--- config.mk ---
export PLATFORM = sky130hd
export DESIGN_NAME = descriptor_translation_table
export DESIGN_NICKNAME = d
export VERILOG_FILES = /design/src/dtt_pkg.sv /design/src/descriptor_translation_table.sv /design/src/dtt_req_reg.sv /design/src/dtt_table.sv /design/src/dtt_res_reg.sv
export SDC_FILE = /design/constraint.sdc
export NUM_CORES = 1
export LEC_CHECK = 0
export BUFFER_PORTS_ARGS = -buffer_cell sky130_fd_sc_hd__buf_4
export CAP_MARGIN = 20
export CORE_ASPECT_RATIO = 0.6
export CORE_MARGIN = 2
export CORE_UTILIZATION = 50
export DETAILED_ROUTE_END_ITERATION = 8
export PLACE_DENSITY = 0.73
export SLEW_MARGIN = 30
export SYNTH_ARGS = -nofsm -noshare
export SYNTH_HDL_FRONTEND = slang
export SYNTH_SLANG_ARGS = --single-unit
export TNS_END_PERCENT = 5
--- constraint.sdc ---
create_clock -name clk -period 5.9 [get_ports clk]
set_clock_uncertainty 0.1 [all_clocks]
set_input_delay 1.18 -clock clk [delete_from_list [all_inputs] [get_ports clk]]
set_output_delay 1.18 -clock clk [all_outputs]
set_load 0.02 [all_outputs]
--- src/dtt_pkg.sv ---
`default_nettype none

package dtt_pkg;

	localparam int DTT_ENTRIES    = 4;
	localparam int DTT_DESC_WIDTH = 8;

	typedef enum logic [1:0] {
		KIND_INSERT = 2'd0,
		KIND_LOOKUP = 2'd1,
		KIND_REMOVE = 2'd2,
		KIND_CLEAR  = 2'd3
	} kind_t;

	// Pipeline control seen by the table: a request sits in the input register
	// and the result register can take it this cycle.
	typedef struct packed {
		logic valid_s1;
		logic advance;
	} pipe_ctl_t;

	// Single-bit result flags handed from the table to the result register.
	typedef struct packed {
		logic device_flag;
		logic table_full;
	} res_flags_t;

endpackage

`default_nettype wire

--- src/descriptor_translation_table.sv ---
// Descriptor translation table: maps small local descriptor numbers to host
// descriptors, each carrying a device flag.
// Input channel (in_valid/in_ready) carries one request item: kind selects
// insert, lookup, remove or clear all. Output channel (out_valid/out_ready)
// returns exactly one result item per request, in request order.
// An accepted item waits in the request register and moves into the output
// register when the result register can take it. Throughput: one item per
// cycle while the receiver does not stall, since the whole table is compared
// in parallel between the two registers and is updated as the request advances.
// When the receiver stalls, the result register holds its item, the request
// register holds the next one, and in_ready falls once both are occupied;
// nothing is lost or repeated. Table updates wait with their request.
// Reset (arst_n low) empties both pipeline registers and clears every valid
// bit; the stored numbers and host descriptors are left as they are, since an
// invalid entry is never read. Remove and clear results carry zeros.
`default_nettype none

module descriptor_translation_table import dtt_pkg::*; #(
	parameter int ENTRIES    = DTT_ENTRIES,
	parameter int DESC_WIDTH = DTT_DESC_WIDTH
) (
	input  wire logic                  clk,
	input  wire logic                  arst_n,
	input  wire logic                  in_valid,
	output logic                       in_ready,
	input  wire logic [1:0]            kind,
	input  wire logic [DESC_WIDTH-1:0] host_desc,
	input  wire logic                  device_flag_in,
	input  wire logic [DESC_WIDTH-1:0] local_desc,
	output logic                       out_valid,
	input  wire logic                  out_ready,
	output logic [DESC_WIDTH-1:0]      result_desc,
	output logic                       device_flag_out,
	output logic                       table_full
);

	logic                  valid_s1;
	kind_t                 kind_s1;
	logic [DESC_WIDTH-1:0] host_s1;
	logic                  dev_s1;
	logic [DESC_WIDTH-1:0] local_s1;
	logic                  advance;
	pipe_ctl_t             ctl;
	logic [DESC_WIDTH-1:0] res_desc;
	res_flags_t            res_flags;
	logic [ENTRIES-1:0]    valid_vec;

	assign ctl.valid_s1 = valid_s1;
	assign ctl.advance  = advance;

	// Request register: one item waiting for the table.
	dtt_req_reg #(
		.DESC_WIDTH(DESC_WIDTH)
	) u_req (
		.clk(clk),
		.arst_n(arst_n),
		.in_valid(in_valid),
		.in_ready(in_ready),
		.kind(kind),
		.host_desc(host_desc),
		.device_flag_in(device_flag_in),
		.local_desc(local_desc),
		.advance(advance),
		.valid_s1(valid_s1),
		.kind_s1(kind_s1),
		.host_s1(host_s1),
		.dev_s1(dev_s1),
		.local_s1(local_s1)
	);

	// Table storage with its parallel compare, allocation and result logic.
	dtt_table #(
		.ENTRIES(ENTRIES),
		.DESC_WIDTH(DESC_WIDTH)
	) u_table (
		.clk(clk),
		.arst_n(arst_n),
		.ctl(ctl),
		.kind_s1(kind_s1),
		.host_s1(host_s1),
		.dev_s1(dev_s1),
		.local_s1(local_s1),
		.res_desc(res_desc),
		.res_flags(res_flags),
		.valid_vec(valid_vec)
	);

	// Result register: holds the finished item until the receiver takes it.
	dtt_res_reg #(
		.DESC_WIDTH(DESC_WIDTH)
	) u_res (
		.clk(clk),
		.arst_n(arst_n),
		.valid_s1(valid_s1),
		.res_desc(res_desc),
		.res_flags(res_flags),
		.advance(advance),
		.out_valid(out_valid),
		.out_ready(out_ready),
		.result_desc(result_desc),
		.device_flag_out(device_flag_out),
		.table_full(table_full)
	);

`ifndef ASSERT_OFF
	// A full-table result always reads all ones and never carries a device flag.
	a_full_result: assert property (@(posedge clk) disable iff (!arst_n)
		out_valid && table_full |-> result_desc == '1 && !device_flag_out)
		else $error("full result not all ones");

	// A clear leaves no valid entry behind.
	a_clear_empties: assert property (@(posedge clk) disable iff (!arst_n)
		valid_s1 && advance && kind_s1 == KIND_CLEAR |=> valid_vec == '0)
		else $error("clear left valid entries");

	// A successful insert adds exactly one valid entry.
	a_insert_grows: assert property (@(posedge clk) disable iff (!arst_n)
		valid_s1 && advance && kind_s1 == KIND_INSERT && !res_flags.table_full
		|=> $countones(valid_vec) == $countones($past(valid_vec)) + 1)
		else $error("insert did not add one entry");

	// A request waiting behind a stalled result is not dropped.
	a_stall_holds: assert property (@(posedge clk) disable iff (!arst_n)
		valid_s1 && !advance |=> valid_s1)
		else $error("request lost during stall");
`endif

endmodule

`default_nettype wire

--- src/dtt_req_reg.sv ---
`default_nettype none

module dtt_req_reg import dtt_pkg::*; #(
	parameter int DESC_WIDTH = DTT_DESC_WIDTH
) (
	input  wire logic                  clk,
	input  wire logic                  arst_n,
	input  wire logic                  in_valid,
	output logic                       in_ready,
	input  wire logic [1:0]            kind,
	input  wire logic [DESC_WIDTH-1:0] host_desc,
	input  wire logic                  device_flag_in,
	input  wire logic [DESC_WIDTH-1:0] local_desc,
	input  wire logic                  advance,
	output logic                       valid_s1,
	output kind_t                      kind_s1,
	output logic [DESC_WIDTH-1:0]      host_s1,
	output logic                       dev_s1,
	output logic [DESC_WIDTH-1:0]      local_s1
);

	// The register empties whenever its item moves on, so it refills in the same cycle.
	assign in_ready = !valid_s1 || advance;

	always_ff @(posedge clk or negedge arst_n) begin
		if (!arst_n) begin
			valid_s1 <= 1'b0;
		end else if (in_ready) begin
			valid_s1 <= in_valid;
		end
	end

	always_ff @(posedge clk) begin
		if (in_ready && in_valid) begin
			kind_s1  <= kind_t'(kind);
			host_s1  <= host_desc;
			dev_s1   <= device_flag_in;
			local_s1 <= local_desc;
		end
	end

endmodule

`default_nettype wire

--- src/dtt_table.sv ---
`default_nettype none

module dtt_table import dtt_pkg::*; #(
	parameter int ENTRIES    = DTT_ENTRIES,
	parameter int DESC_WIDTH = DTT_DESC_WIDTH
) (
	input  wire logic                  clk,
	input  wire logic                  arst_n,
	input  wire pipe_ctl_t             ctl,
	input  wire kind_t                 kind_s1,
	input  wire logic [DESC_WIDTH-1:0] host_s1,
	input  wire logic                  dev_s1,
	input  wire logic [DESC_WIDTH-1:0] local_s1,
	output logic [DESC_WIDTH-1:0]      res_desc,
	output res_flags_t                 res_flags,
	output logic [ENTRIES-1:0]         valid_vec
);

	localparam int IW = $clog2(ENTRIES);

	logic [IW-1:0]         local_q  [ENTRIES];
	logic [DESC_WIDTH-1:0] host_q   [ENTRIES];
	logic                  dev_q    [ENTRIES];
	logic [ENTRIES-1:0]    valid_q;

	logic                  fire;
	logic [ENTRIES-1:0]    num_used;
	logic [ENTRIES-1:0]    local_hit;
	logic                  have_num;
	logic [IW-1:0]         free_num;
	logic                  have_slot;
	logic [IW-1:0]         free_slot;
	logic                  do_insert;

	assign fire      = ctl.valid_s1 && ctl.advance;
	assign valid_vec = valid_q;

	always_comb begin
		num_used  = '0;
		local_hit = '0;
		have_num  = 1'b0;
		free_num  = '0;
		have_slot = 1'b0;
		free_slot = '0;
		for (int c = 0; c < ENTRIES; c++) begin
			for (int i = 0; i < ENTRIES; i++) begin
				if (valid_q[i] && local_q[i] == IW'(c)) begin
					num_used[c] = 1'b1;
				end
			end
		end
		// Walk downwards so that the lowest free number and slot win.
		for (int c = ENTRIES - 1; c >= 0; c--) begin
			if (!num_used[c]) begin
				have_num = 1'b1;
				free_num = IW'(c);
			end
			if (!valid_q[c]) begin
				have_slot = 1'b1;
				free_slot = IW'(c);
			end
		end
		for (int i = 0; i < ENTRIES; i++) begin
			local_hit[i] = (local_s1 == DESC_WIDTH'(local_q[i]));
		end
	end

	assign do_insert = fire && kind_s1 == KIND_INSERT && have_num && have_slot;

	always_comb begin
		res_desc  = '0;
		res_flags = '0;
		unique case (kind_s1)
			KIND_INSERT: begin
				if (have_num && have_slot) begin
					res_desc = DESC_WIDTH'(free_num);
				end else begin
					res_desc             = '1;
					res_flags.table_full = 1'b1;
				end
			end
			KIND_LOOKUP: begin
				res_desc = local_s1;
				// Ascending order: the highest-indexed valid match takes the result.
				for (int i = 0; i < ENTRIES; i++) begin
					if (valid_q[i] && local_hit[i]) begin
						res_desc              = host_q[i];
						res_flags.device_flag = dev_q[i];
					end
				end
			end
			KIND_REMOVE, KIND_CLEAR: begin
				res_desc = '0;
			end
			default: begin
				res_desc = '0;
			end
		endcase
	end

	always_ff @(posedge clk or negedge arst_n) begin
		if (!arst_n) begin
			valid_q <= '0;
		end else if (fire) begin
			unique case (kind_s1)
				KIND_INSERT: begin
					if (do_insert) begin
						valid_q[free_slot] <= 1'b1;
					end
				end
				KIND_REMOVE: begin
					valid_q <= valid_q & ~local_hit;
				end
				KIND_CLEAR: begin
					valid_q <= '0;
				end
				default: begin
					valid_q <= valid_q;
				end
			endcase
		end
	end

	always_ff @(posedge clk) begin
		if (do_insert) begin
			local_q[free_slot] <= free_num;
			host_q[free_slot]  <= host_s1;
			dev_q[free_slot]   <= dev_s1;
		end
	end

endmodule

`default_nettype wire

--- src/dtt_res_reg.sv ---
`default_nettype none

module dtt_res_reg import dtt_pkg::*; #(
	parameter int DESC_WIDTH = DTT_DESC_WIDTH
) (
	input  wire logic                  clk,
	input  wire logic                  arst_n,
	input  wire logic                  valid_s1,
	input  wire logic [DESC_WIDTH-1:0] res_desc,
	input  wire res_flags_t            res_flags,
	output logic                       advance,
	output logic                       out_valid,
	input  wire logic                  out_ready,
	output logic [DESC_WIDTH-1:0]      result_desc,
	output logic                       device_flag_out,
	output logic                       table_full
);

	assign advance = !out_valid || out_ready;

	always_ff @(posedge clk or negedge arst_n) begin
		if (!arst_n) begin
			out_valid <= 1'b0;
		end else if (advance) begin
			out_valid <= valid_s1;
		end
	end

	always_ff @(posedge clk) begin
		if (advance && valid_s1) begin
			result_desc     <= res_desc;
			device_flag_out <= res_flags.device_flag;
			table_full      <= res_flags.table_full;
		end
	end

endmodule

`default_nettype wire
# Yosys cells after proc, flatten, opt, wreduce, memory -nomap -nowiden
# Memory sizes are Yosys's and may differ from the RTL's.
# Cells that the tools add are included.
dict set report word_totals {
  ram_bits 44
  memories 3
  reg_bits 35
  in_bits 23
  out_inout_bits 12
}
dict set report classes {
  n_bitwise 3
  n_eq_ne 20
  magnitude_cmp 2
  n_mux 49
  n_reduce_logical 39
}
# name words width rd rd_ports_with_merged_regs write_ports line
set memory_table {}
lappend memory_table {u_table.host_q 4 8 4 0 1 dtt_table.sv:22} ;# logic [DESC_WIDTH-1:0] host_q [ENTRIES];
lappend memory_table {u_table.local_q 4 2 4 0 1 dtt_table.sv:21} ;# logic [IW-1:0] local_q [ENTRIES];
lappend memory_table {u_table.dev_q 4 1 4 0 1 dtt_table.sv:23} ;# logic dev_q [ENTRIES];
# cell count
set op_table {}
lappend op_table {{$mux W8} 5}
lappend op_table {{$eq A8 B2 Y1} 4}
lappend op_table {{$mux W1} 32}
lappend op_table {{$logic_and A1 B1 Y1} 27}
lappend op_table {{$pmux W8 S3} 1}
lappend op_table {{$eq A2 B2 Y1 const B} 10}
lappend op_table {{$mux W2} 8}
lappend op_table {{$pmux W4 S3} 1}
lappend op_table {{$eq A2 B1 Y1 const B} 5}
lappend op_table {{$logic_not A2 Y1} 5}
lappend op_table {{$and A4 B4 Y4} 1}
lappend op_table {{$mux W4} 1}
lappend op_table {{$not A4 Y4} 1}
lappend op_table {{$or A4 B4 Y4} 1}
lappend op_table {{$lt A2 B3 Y1 const B} 1}
lappend op_table {{$reduce_and A3 Y1} 1}
lappend op_table {{$reduce_bool A3 Y1} 1}
lappend op_table {{$demux W1 S2} 1}
lappend op_table {{$ge A2 B1 Y1 const B} 1}
lappend op_table {{$logic_not A1 Y1} 2}
lappend op_table {{$logic_or A1 B1 Y1} 2}
lappend op_table {{$ne A2 B1 Y1 const B} 1}
lappend op_table {{$reduce_or A2 Y1} 1}

# Depth between registers and ports, before layout
# Gate-level depths: netlist (run 1).
dict set report logic_depth {
  ltp_word 14
  mapped_depth 8
  ltp_nobuf 7
}

# Modules after synthesis
# A second synthesis (run 1) with hierarchy kept.
dict set report unflattened {
  cells_unflattened 250
  hier_area_um2 3410.8
}
# module area_each_um2 cells_each n_inst
set by_module_without_submodules {}
lappend by_module_without_submodules {dtt_table 2432.3 213 1}
lappend by_module_without_submodules {dtt_req_reg 624.3 23 1}
lappend by_module_without_submodules {dtt_res_reg 354.1 14 1}

# Worst setup path before layout (run 1)
# OpenSTA, ideal clock, no wires.
dict set report synth_timing {
  kind {input port to flip-flop}
  startpoint {input out_ready}
  endpoint {memory u_table.dev_q[3] (enable)}
  setup_ns 0.396
  path_stages 4
  setup_slack_ns 2.741
  t_required_ns 5.404
  t_arrival_ns 2.664
  cell_sequence {nand2b_1 > nand2_1 > or3_1 > nor3b_1}
}
dict set report synth_via {
  elab_chain_len 7
}
# item line
set synth_lines {}
lappend synth_lines {{start, declared} descriptor_translation_table.sv:31} ;# input wire logic out_ready,
lappend synth_lines {{$logic_or A1 B1 Y1} dtt_res_reg.sv:19} ;# assign advance = !out_valid || out_ready;
lappend synth_lines {{$logic_and A1 B1 Y1} dtt_table.sv:35} ;# assign fire = ctl.valid_s1 && ctl.advance;
lappend synth_lines {{$logic_and A1 B1 Y1 (3 in a row)} dtt_table.sv:68} ;# assign do_insert = fire && kind_s1 == KIND_INSERT && have_num && have_slot;
lappend synth_lines {{$mux W1} dtt_table.sv:125} ;# if (do_insert) begin
lappend synth_lines {{$mux W1 (implied by the code)} dtt_table.sv:128} ;# dev_q[free_slot] <= dev_s1;
lappend synth_lines {{end, declared} dtt_table.sv:23}
# No other way between the ends.

# Worst setup path after layout (run 1)
dict set report layout_timing {
  startpoint {input out_ready}
  endpoint {output in_ready}
}
dict set report layout_via {
  elab_chain_len 2
}
# item line
set layout_lines {}
lappend layout_lines {{$logic_or A1 B1 Y1} dtt_res_reg.sv:19}
lappend layout_lines {{$logic_or A1 B1 Y1} dtt_req_reg.sv:23} ;# assign in_ready = !valid_s1 || advance;
lappend layout_lines {{end, declared} descriptor_translation_table.sv:25} ;# output logic in_ready,
# No other way between the ends.

==> results of run 1 <==
==> stage by stage <==
stage	setup slack, ns	hold slack [ns]	cell area [µm²]	util, %
after floorplan	2.74	0.357	3370	-
after global placement	2.83	0.380	3700	56.1
after detailed placement	2.83	0.386	3700	56.1
after CTS	2.97	0.400	3910	59.3
after global routing	2.96	0.430	3920	59.5
final	2.98	0.405	3920	59.5
==> worst max-delay path, delay by kind of cell <==
family / cells / cell delay [ns]
AND/OR/NAND/NOR: 1 / 0.18
buffers and inverters: 2 / 0.29
==> flip-flops by register name, indices dropped and copies added, names as in the netlist <==
signal,count
u_req.kind_s1,2
u_res.table_full,1
u_req.valid_s1,1
u_req.host_s1,8
u_table.host_q,32
u_table.local_q,8
u_res.out_valid,1
u_req.dev_s1,1
u_table.valid_vec,4
u_table.dev_q,4
u_res.device_flag_out,1
u_res.result_desc,8
u_req.local_s1,8
==> cell usage in the layout, fill, tap and decap left out, types with 4 or more instances in the layout <==
cell and count:
edfxtp_1 73, buf_4 37, a21oi_1 18, nand2_1 17
nor2_1 15, o21ai_0 14, nand3_1 11, clkbuf_8 9
a221oi_1 8, and3_1 7, xnor2_1 6, o221ai_1 6
dfrtp_1 6, a31oi_1 5, nand2b_1 4, nor2b_1 4
nor3b_1 4, nand3b_1 4
==> cell type report <==
type | instances | area (µm²)
clock buffer | 10 | 128
clock inverter | 6 | 85.1
fill | 532 | 2670
inverter | 3 | 11.3
multi-input combinational | 154 | 956
sequential | 79 | 2340
tap | 87 | 109
timing repair buffer | 38 | 289
==> logic make-up (layout without fill, tap and decap cells) <==
logic type	count (synthesis)	after routing
compound gates	68	68
mux	1	1
flops	79	79
xor+xnor	8	8
simple gates	77	77
buf+inv	18	57
==> power groups by stage <==
stage / Combinational, mW / Clock [mW] / Sequential (mW)
6_report: 0.113 / 0.421 / 0.676
5_1_grt: 0.126 / 0.451 / 0.680
4_1_cts: 0.113 / 0.431 / 0.675
3_5_place_dp: 0.113 / 0 / 0.687
3_3_place_gp: 0.111 / 0 / 0.687
2_1_floorplan: 0.0783 / 0 / 0.674
==> final timing paths <==
| kind | depth (start not counted) | end | startpoint |
|---|---|---|---|
| setup / recovery | 3 | in_ready | out_ready |
| hold / removal | 1 | u_res.out_valid | u_req.valid_s1 |
| setup reg to reg | 6 | u_res.result_desc[1] | u_req.local_s1[3] |
| hold reg to reg | 1 | u_res.out_valid | u_req.valid_s1 |
| max in group asynchronous | 1 | u_table.valid_vec[2] | arst_n |
| min in group asynchronous | 1 | u_table.valid_vec[3] | arst_n |
==> routing by layer <==
metal	routed length [µm]	GRT usage, %	part of all wire, %	vias up
met4	67	5.85	1.0	0
met2	2470	23.6	37	138
met1	3370	32.2	50	989
li1	-	-	-	1038
met5	0	0	0	-
met3	787	6.85	12	9
==> impl_results.md, run 1 <==
* Detailed Route WL at 6700 µm
* IO Count at 35
* Largest net degree at the start of global routing at 29
* Mux contribution to synthesized area at 0.297%
* Vias at 2,174
* Final Hold Viols at 0
* Complex-gate fraction of the synthesized area at 13.3%
* Adder-cell share of the synthesized area at 0%
* Share of layout cells above drive strength 1 at 20.0%
* Width of the die at 110 µm
* DP HPWL at 4800 µm
* Avg Vias per Cell at 5.77
* Crit start category: input pin
* Synth Cell Area at 3370 µm²
* DR WL/cell at 17.8 µm
* Synth top cells by count: 73 x edfxtp_1, 18 x a21oi_1, 17 x nand2_1
* Resized Gates After CTS at 0
* Fmax at 0.342 GHz
* Clk Tree Root Cell: clkbuf_8
* Synth Register Bits at 79
* Die area at 7440 µm²
* Pwr Total at 1.21 mW
* Post-Syn Nets at 274
* Synth top area share at 65.0%
* Largest family of logic cells by synthesized area: compound AO/OA/AOI/OAI gates
* Antenna fix cells at 0
* Clk pwr share at 34.8%
* Final worst-path cycle share at 49.6%
* Maximum VDD drop at 0.000199 V
* Initial DRC count at 151
* Layout net count at 308
* Cell variety after synth at 43
* TritonCTS Buffers at 9
* Global-route wire length before repair at 10,300 µm
* Slew Limit Fails at 0
* Minimum clock period at 2.92 ns
* Slowest Stage Delay on Critical Path at 0.18 ns
* Antenna viol nets, final at 0
* Synth area leaders: edfxtp_1 65%, dfrtp_1 4.5%, a21oi_1 2.7%, a221oi_1 2.1%, o21ai_0 2.1%
* Setup violators final at 0
* Combinational share of power at 9.4%
* Clk sinks at 79
* Sequential power share at 55.9%
* Max-Cap Viols at 0
* Clock latency on the worst-skew pair at 0.34 ns
* Initial antenna violation count at 0
* CP most frequent cell: buf_4
* Worst-path fanout max at 3
* Grt ovf at 0
* Asr flop ratio synth at 7.59%
* Total negative slack at 0 ns
* Net Sw Frac at 23.2%
* Post-Synth Simple-Gate Area at 12.7%
* DIE HEIGHT at 67.6 µm
* Max clock buf depth at 2
* Core area at 6590 µm²
* Critical Path RT at 4.62 ns
* Post CTS Setup Buffer Count at 0
* Number of global-route vias before repair at 1,884
* Worst path slowest cell: nand3b_1
* Rel. slew slack at 38.6%
* Critical Path Sink Type: output port
* Count leader, synth: edfxtp_1
* Rows at 23
* Final GP Congestion at 0.872
* CP cell instances: buf_4 > nand3b_1 > buf_4
* Starting Density at 51.1%
* Type of the worst setup path: input pin to output port
* Clock transition at path regs at 0.07 ns
* RSZ-0062 raised after global routing: no
* Synth Flop Type: edfxtp_1
* Power density cells at 309 nW/µm²
* TritonRoute pass-1 iters at 5
* CTS H-tree depth at 3
* # hold bufs at CTS at 0
* NetSw at 281 µW
* CTS tree: yes
* Synth area leader: edfxtp_1
* Reg2reg setup slack at 3.36 ns
* Non-Filler Instances at 377
* Syn avg cell area at 13.4 µm²
* DR DRC count at 0
* Number of synthesized flops with an enable pin at 73
* GRT Overall Usage at 19.7%
* Xor/xnor share of the synthesized area at 2.08%
* Gate Count Post-Synth at 251
* Ys Warns at 0
* Area Overhead vs Synth at 16.3%
* Slew @ Worst Pin at 0.921 ns
* Data arrival time of the worst path at 1.64 ns
* DP Cell Count at 360
* HP Class: register to register
* Status: complete, no violations
* Post-synthesis sequential area ratio at 69.5%
* Input/output buffers at 34
* Static Leakage at 1.37 nW
* Cell-internal power at 930 µW
Note: power is estimated with default switching activity, not from simulation.
==> run 2: changes to the inputs <==
==> constraint.sdc (replaced) <==
create_clock -name clk -period 2.81 [get_ports clk]
set_clock_uncertainty 0.1 [all_clocks]
set_input_delay 0.562 -clock clk [delete_from_list [all_inputs] [get_ports clk]]
set_output_delay 0.562 -clock clk [all_outputs]
set_load 0.02 [all_outputs]
==> impl_results.md, run 2 (synthesis results as in run 1) <==
* Status: complete, no violations
* Number of global-route vias before repair at 1,961
* DIE HEIGHT at 67.6 µm
* Global-route wire length before repair at 11,100 µm
* Final GP Congestion at 0.883
* CTS tree: yes
* Type of the worst setup path: register to register
* Fmax at 0.408 GHz
* Core area at 6590 µm²
* Starting Density at 51.1%
* Crit start category: register
* RSZ-0062 raised after global routing: no
* Static Leakage at 1.43 nW
* Slew Limit Fails at 0
* Storage cell area at 2340 µm²
* CTS H-tree depth at 3
* Largest reg by FF count: u_table.host_q
* Maximum VDD drop at 0.000321 V
* Worst-path fanout max at 16
* Die area at 7440 µm²
* CP startpoint: u_req.local_s1[3]
* DR DRC count at 0
* Post CTS Setup Buffer Count at 0
* Resized Gates After CTS at 0
* Minimum clock period at 2.45 ns
* Antenna viol nets, final at 0
* TritonRoute pass-1 iters at 5
* Power density cells at 674 nW/µm²
* Cell family with most CP delay: simple AND/OR/NAND/NOR gates
* Rows at 23
* Clk Tree Root Cell: clkbuf_8
* Final worst-path cycle share at 87.2%
* CP cell instances: or4_4 > nor3_4 > buf_4 > nand4_1 > and3_1 > o31ai_1
* Pwr Total at 2.71 mW
* Worst hold start: host_desc[6]
* Detailed Route WL at 7270 µm
* Antenna fix cells at 0
* DR WL/cell at 18.9 µm
* Max reg flops at 32
* DP HPWL at 5270 µm
* Slew @ Worst Pin at 0.662 ns
* Most frequent cells in the layout: 73 x edfxtp_1, 43 x buf_4, 18 x a21oi_1
* Fillers at 503
* Worst path slowest cell: or4_4
* Reg2reg setup slack at 0.36 ns
* Area Overhead vs Synth at 19.1%
* Commonest non-fill, non-tap cell in the layout: edfxtp_1
* Final Hold Viols at 0
* CP Buf/Inv Count at 1
* Initial DRC count at 228
* Rel. slew slack at 55.8%
* Data arrival time of the worst path at 2.50 ns
* Grt ovf at 0
* Avg Vias per Cell at 5.89
* Vias at 2,263
* Setup violators final at 0
* Multi-input gate area at 956 µm²
* Width of the die at 110 µm
* Crit Reg-Reg Startpoint: u_req.local_s1[3]
* TritonCTS Buffers at 9
* Clock transition at path regs at 0.08 ns
* Max-Cap Viols at 0
* Slowest Stage Delay on Critical Path at 0.60 ns
* Share of layout cells above drive strength 1 at 22.2%
* HP Class: input pin to register
* GRT Overall Usage at 21.7%
* Input/output buffers at 34
* Layout net count at 315
* Critical Path Sink Type: register
* IO Count at 35
* Clock latency on the worst-skew pair at 0.35 ns
* Total negative slack at 0 ns
* Largest net degree at the start of global routing at 20
* Critical Path RT at 2.86 ns
* Initial antenna violation count at 0
* Clk sinks at 79
* Max clock buf depth at 2
* Worst hold margin at 0.277 ns
* Final design utilization at 60.9%
==> run 2: cell types whose count changed in the layout (fill, tap and decap cells not counted) <==
cell,delta
clkbuf_1,-1
clkinvlp_4,-1
clkinv_1,-1
inv_8,+1
inv_6,+2
buf_4,+6
dlygate4sd3_1,+1
clkinv_2,-1
bufinv_16,+1
==> run 2: report_power, final <==
| part | total (mW) | internal [mW] | switching (mW) | leakage [nW] |
|---|---|---|---|---|
| clock | 1.04 | 0.604 | 0.436 | 0.126 |
| sequential | 1.41 | 1.35 | 0.0609 | 0.748 |
| combinational | 0.253 | 0.107 | 0.147 | 0.553 |
==> run 2: final timing paths <==
kind / to / cells past startpoint
hold / removal: u_req.host_s1[6] / 1
max in group asynchronous: u_req.valid_s1 / 2
min in group asynchronous: u_table.valid_vec[0] / 2
setup reg to reg: u_res.result_desc[0] / 6
setup / recovery: u_res.result_desc[0] / 6
hold reg to reg: u_table.host_q[0][1] / 0
==> run 2: what timing repair did <==
item                                    4_1_cts  5_1_grt
hold buffers                                  1        0
endpoints found under the setup margin        0        0
hold endpoints to repair                      6        0
==> run 2: area by class of cell <==
type                    count  share of cell area (%)
clock buffers               9                    3.09
clock inverters             7                    3.18
inverters                   3                   0.281
multi-input cells         154                    23.8
flip-flops and latches     79                    58.4
well taps                  87                    2.71
repair buffers             45                    8.57
==> run 2: per-layer routing <==
layer / up-vias / track usage [%] / part of all wire [%]
li1: 1057 / - / -
met2: 132 / 25.8 / 38
met3: 14 / 6.27 / 11
met5: - / 0 / 0
met4: 0 / 7.59 / 1.6
met1: 1060 / 36.0 / 49
==> run 2: stage by stage <==
step           instance area [µm²]  instances  setup WS [ns]
2_1_floorplan                 3370        251          0.269
3_3_place_gp                  3740        366          0.450
3_5_place_dp                  3740        366          0.413
4_1_cts                       4000        383          0.391
5_1_grt                       4010        384          0.222
6_report                      4010        384          0.361
==> run 3: changes to the inputs <==
--- a/config.mk
+++ b/config.mk
@@ -11,7 +11,7 @@
 export CORE_MARGIN = 2
 export CORE_UTILIZATION = 50
 export DETAILED_ROUTE_END_ITERATION = 8
-export PLACE_DENSITY = 0.73
+export PLACE_DENSITY = 0.76
 export SLEW_MARGIN = 30
 export SYNTH_ARGS = -nofsm -noshare
 export SYNTH_HDL_FRONTEND = slang
==> impl_results.md, run 3 (synthesis results as in run 1) <==
* Status: complete, no violations
* Starting Density at 51.1%
* Fmax at 0.397 GHz
* Reg2reg setup slack at 0.29 ns
* Vias at 2,251
* Data arrival time of the worst path at 2.64 ns
* Initial DRC count at 243
* Final worst-path cycle share at 89.6%
* Finished Cell Area at 3930 µm²
* Clk sinks at 79
* Worst hold margin at 0.272 ns
* Largest net degree at the start of global routing at 20
* Antenna fix cells at 0
* Rows at 23
* DR WL/cell at 18.8 µm
* Fillers at 532
* Minimum clock period at 2.52 ns
* Non-Filler Instances at 382
* Clk Tree Root Cell: clkbuf_8
* Die area at 7440 µm²
* Slew Limit Fails at 0
* DP Cell Count at 365
* Critical Path RT at 2.93 ns
* Static Leakage at 1.39 nW
* DP HPWL at 5230 µm
* Share of layout cells above drive strength 1 at 21.7%
* Antenna viol nets, final at 0
* Number of global-route vias before repair at 2,002
* Most frequent cells in the layout: 73 x edfxtp_1, 42 x buf_4, 18 x a21oi_1
* Area Overhead vs Synth at 16.5%
* Setup violators final at 0
* Resized Gates After CTS at 0
* Pwr Total at 2.45 mW
* DR DRC count at 0
* Core area at 6590 µm²
* Crit start category: register
* Detailed Route WL at 7160 µm
* DIE HEIGHT at 67.6 µm
* Clock transition at path regs at 0.09 ns
* Post-DP Area at 3730 µm²
* Max clock buf depth at 2
* Final Hold Viols at 0
* Grt ovf at 0
* CTS tree: yes
* Max-Cap Viols at 0
* RSZ-0062 raised after global routing: no
* Power density cells at 624 nW/µm²
* Width of the die at 110 µm
* Max reg flops at 32
* # hold bufs at CTS at 1
* Rel. slew slack at 37.6%
* Largest reg by FF count: u_table.host_q
* Post-placement worst setup slack at 0.369 ns
* Worst r2r path cells at 6
* Clock latency on the worst-skew pair at 0.36 ns
* GRT Overall Usage at 21.2%
* Final GP Congestion at 0.942
* Type of the worst setup path: register to register
* TritonRoute pass-1 iters at 5
* Post CTS Setup Buffer Count at 0
* CTS H-tree depth at 3
* Avg Vias per Cell at 5.89
* IO Count at 35
* Maximum VDD drop at 0.000317 V
* WHS Path Cells at 1
* Input/output buffers at 34
* Initial antenna violation count at 0
* Final design utilization at 59.6%
* Commonest non-fill, non-tap cell in the layout: edfxtp_1
* Worst-path fanout max at 9
* Critical Path Sink Type: register
* PnR worst setup slack at 0.292 ns
* HP Class: input pin to register
* Slew @ Worst Pin at 0.936 ns
* Layout net count at 313
* Global-route wire length before repair at 11,000 µm
* TritonCTS Buffers at 9
* Total negative slack at 0 ns
run 3: cell count changes in the layout (fill, tap and decap cells not counted):
cell | before | now
buf_4 | 43 | 42
buf_6 | 1 | 0
bufinv_16 | 3 | 0
clkinv_2 | 0 | 1
inv_6 | 2 | 4
run 3: critical path: stages, from the launching register on:
cell and delay [ns]:
edfxtp_1 0.41, or4_4 0.59, nor4_4 0.54, a221oi_1 0.15
a21oi_1 0.28, o221ai_1 0.17, nand2_1 0.13
run 3: worst paths after layout:
kind / start / end
setup reg to reg: u_req.local_s1[3] / u_res.result_desc[6]
min in group asynchronous: arst_n / u_res.out_valid
max in group asynchronous: arst_n / u_table.valid_vec[1]
setup / recovery: u_req.local_s1[3] / u_res.result_desc[6]
hold reg to reg: u_req.valid_s1 / u_res.out_valid
hold / removal: host_desc[5] / u_req.host_s1[5]
run 3: layout make-up:
| class | count | area [µm²] | area share (%) |
|---|---|---|---|
| Clock buffer | 9 | 124 | 3.15 |
| Tap cell | 87 | 109 | 2.77 |
| Multi-Input combinational cell | 154 | 956 | 24.3 |
| Inverter | 3 | 11.3 | 0.287 |
| Sequential cell | 79 | 2340 | 59.6 |
| Clock inverter | 7 | 60.1 | 1.53 |
| Timing Repair Buffer | 43 | 325 | 8.28 |
run 3: layer usage:
| metal | wire [µm] | GRT usage [%] | part of all wire (%) |
|---|---|---|---|
| met2 | 2680 | 24.9 | 37 |
| met5 | 0 | 0 | 0 |
| met4 | 57 | 6.80 | 0.80 |
| met1 | 3600 | 34.3 | 50 |
| met3 | 829 | 8.20 | 12 |
run 3: power breakdown:
part / total (mW) / internal (mW) / switching (mW) / leakage, nW
Combinational: 0.250 / 0.104 / 0.146 / 0.542
Sequential: 1.42 / 1.35 / 0.0611 / 0.748
Clock: 0.787 / 0.339 / 0.449 / 0.0969
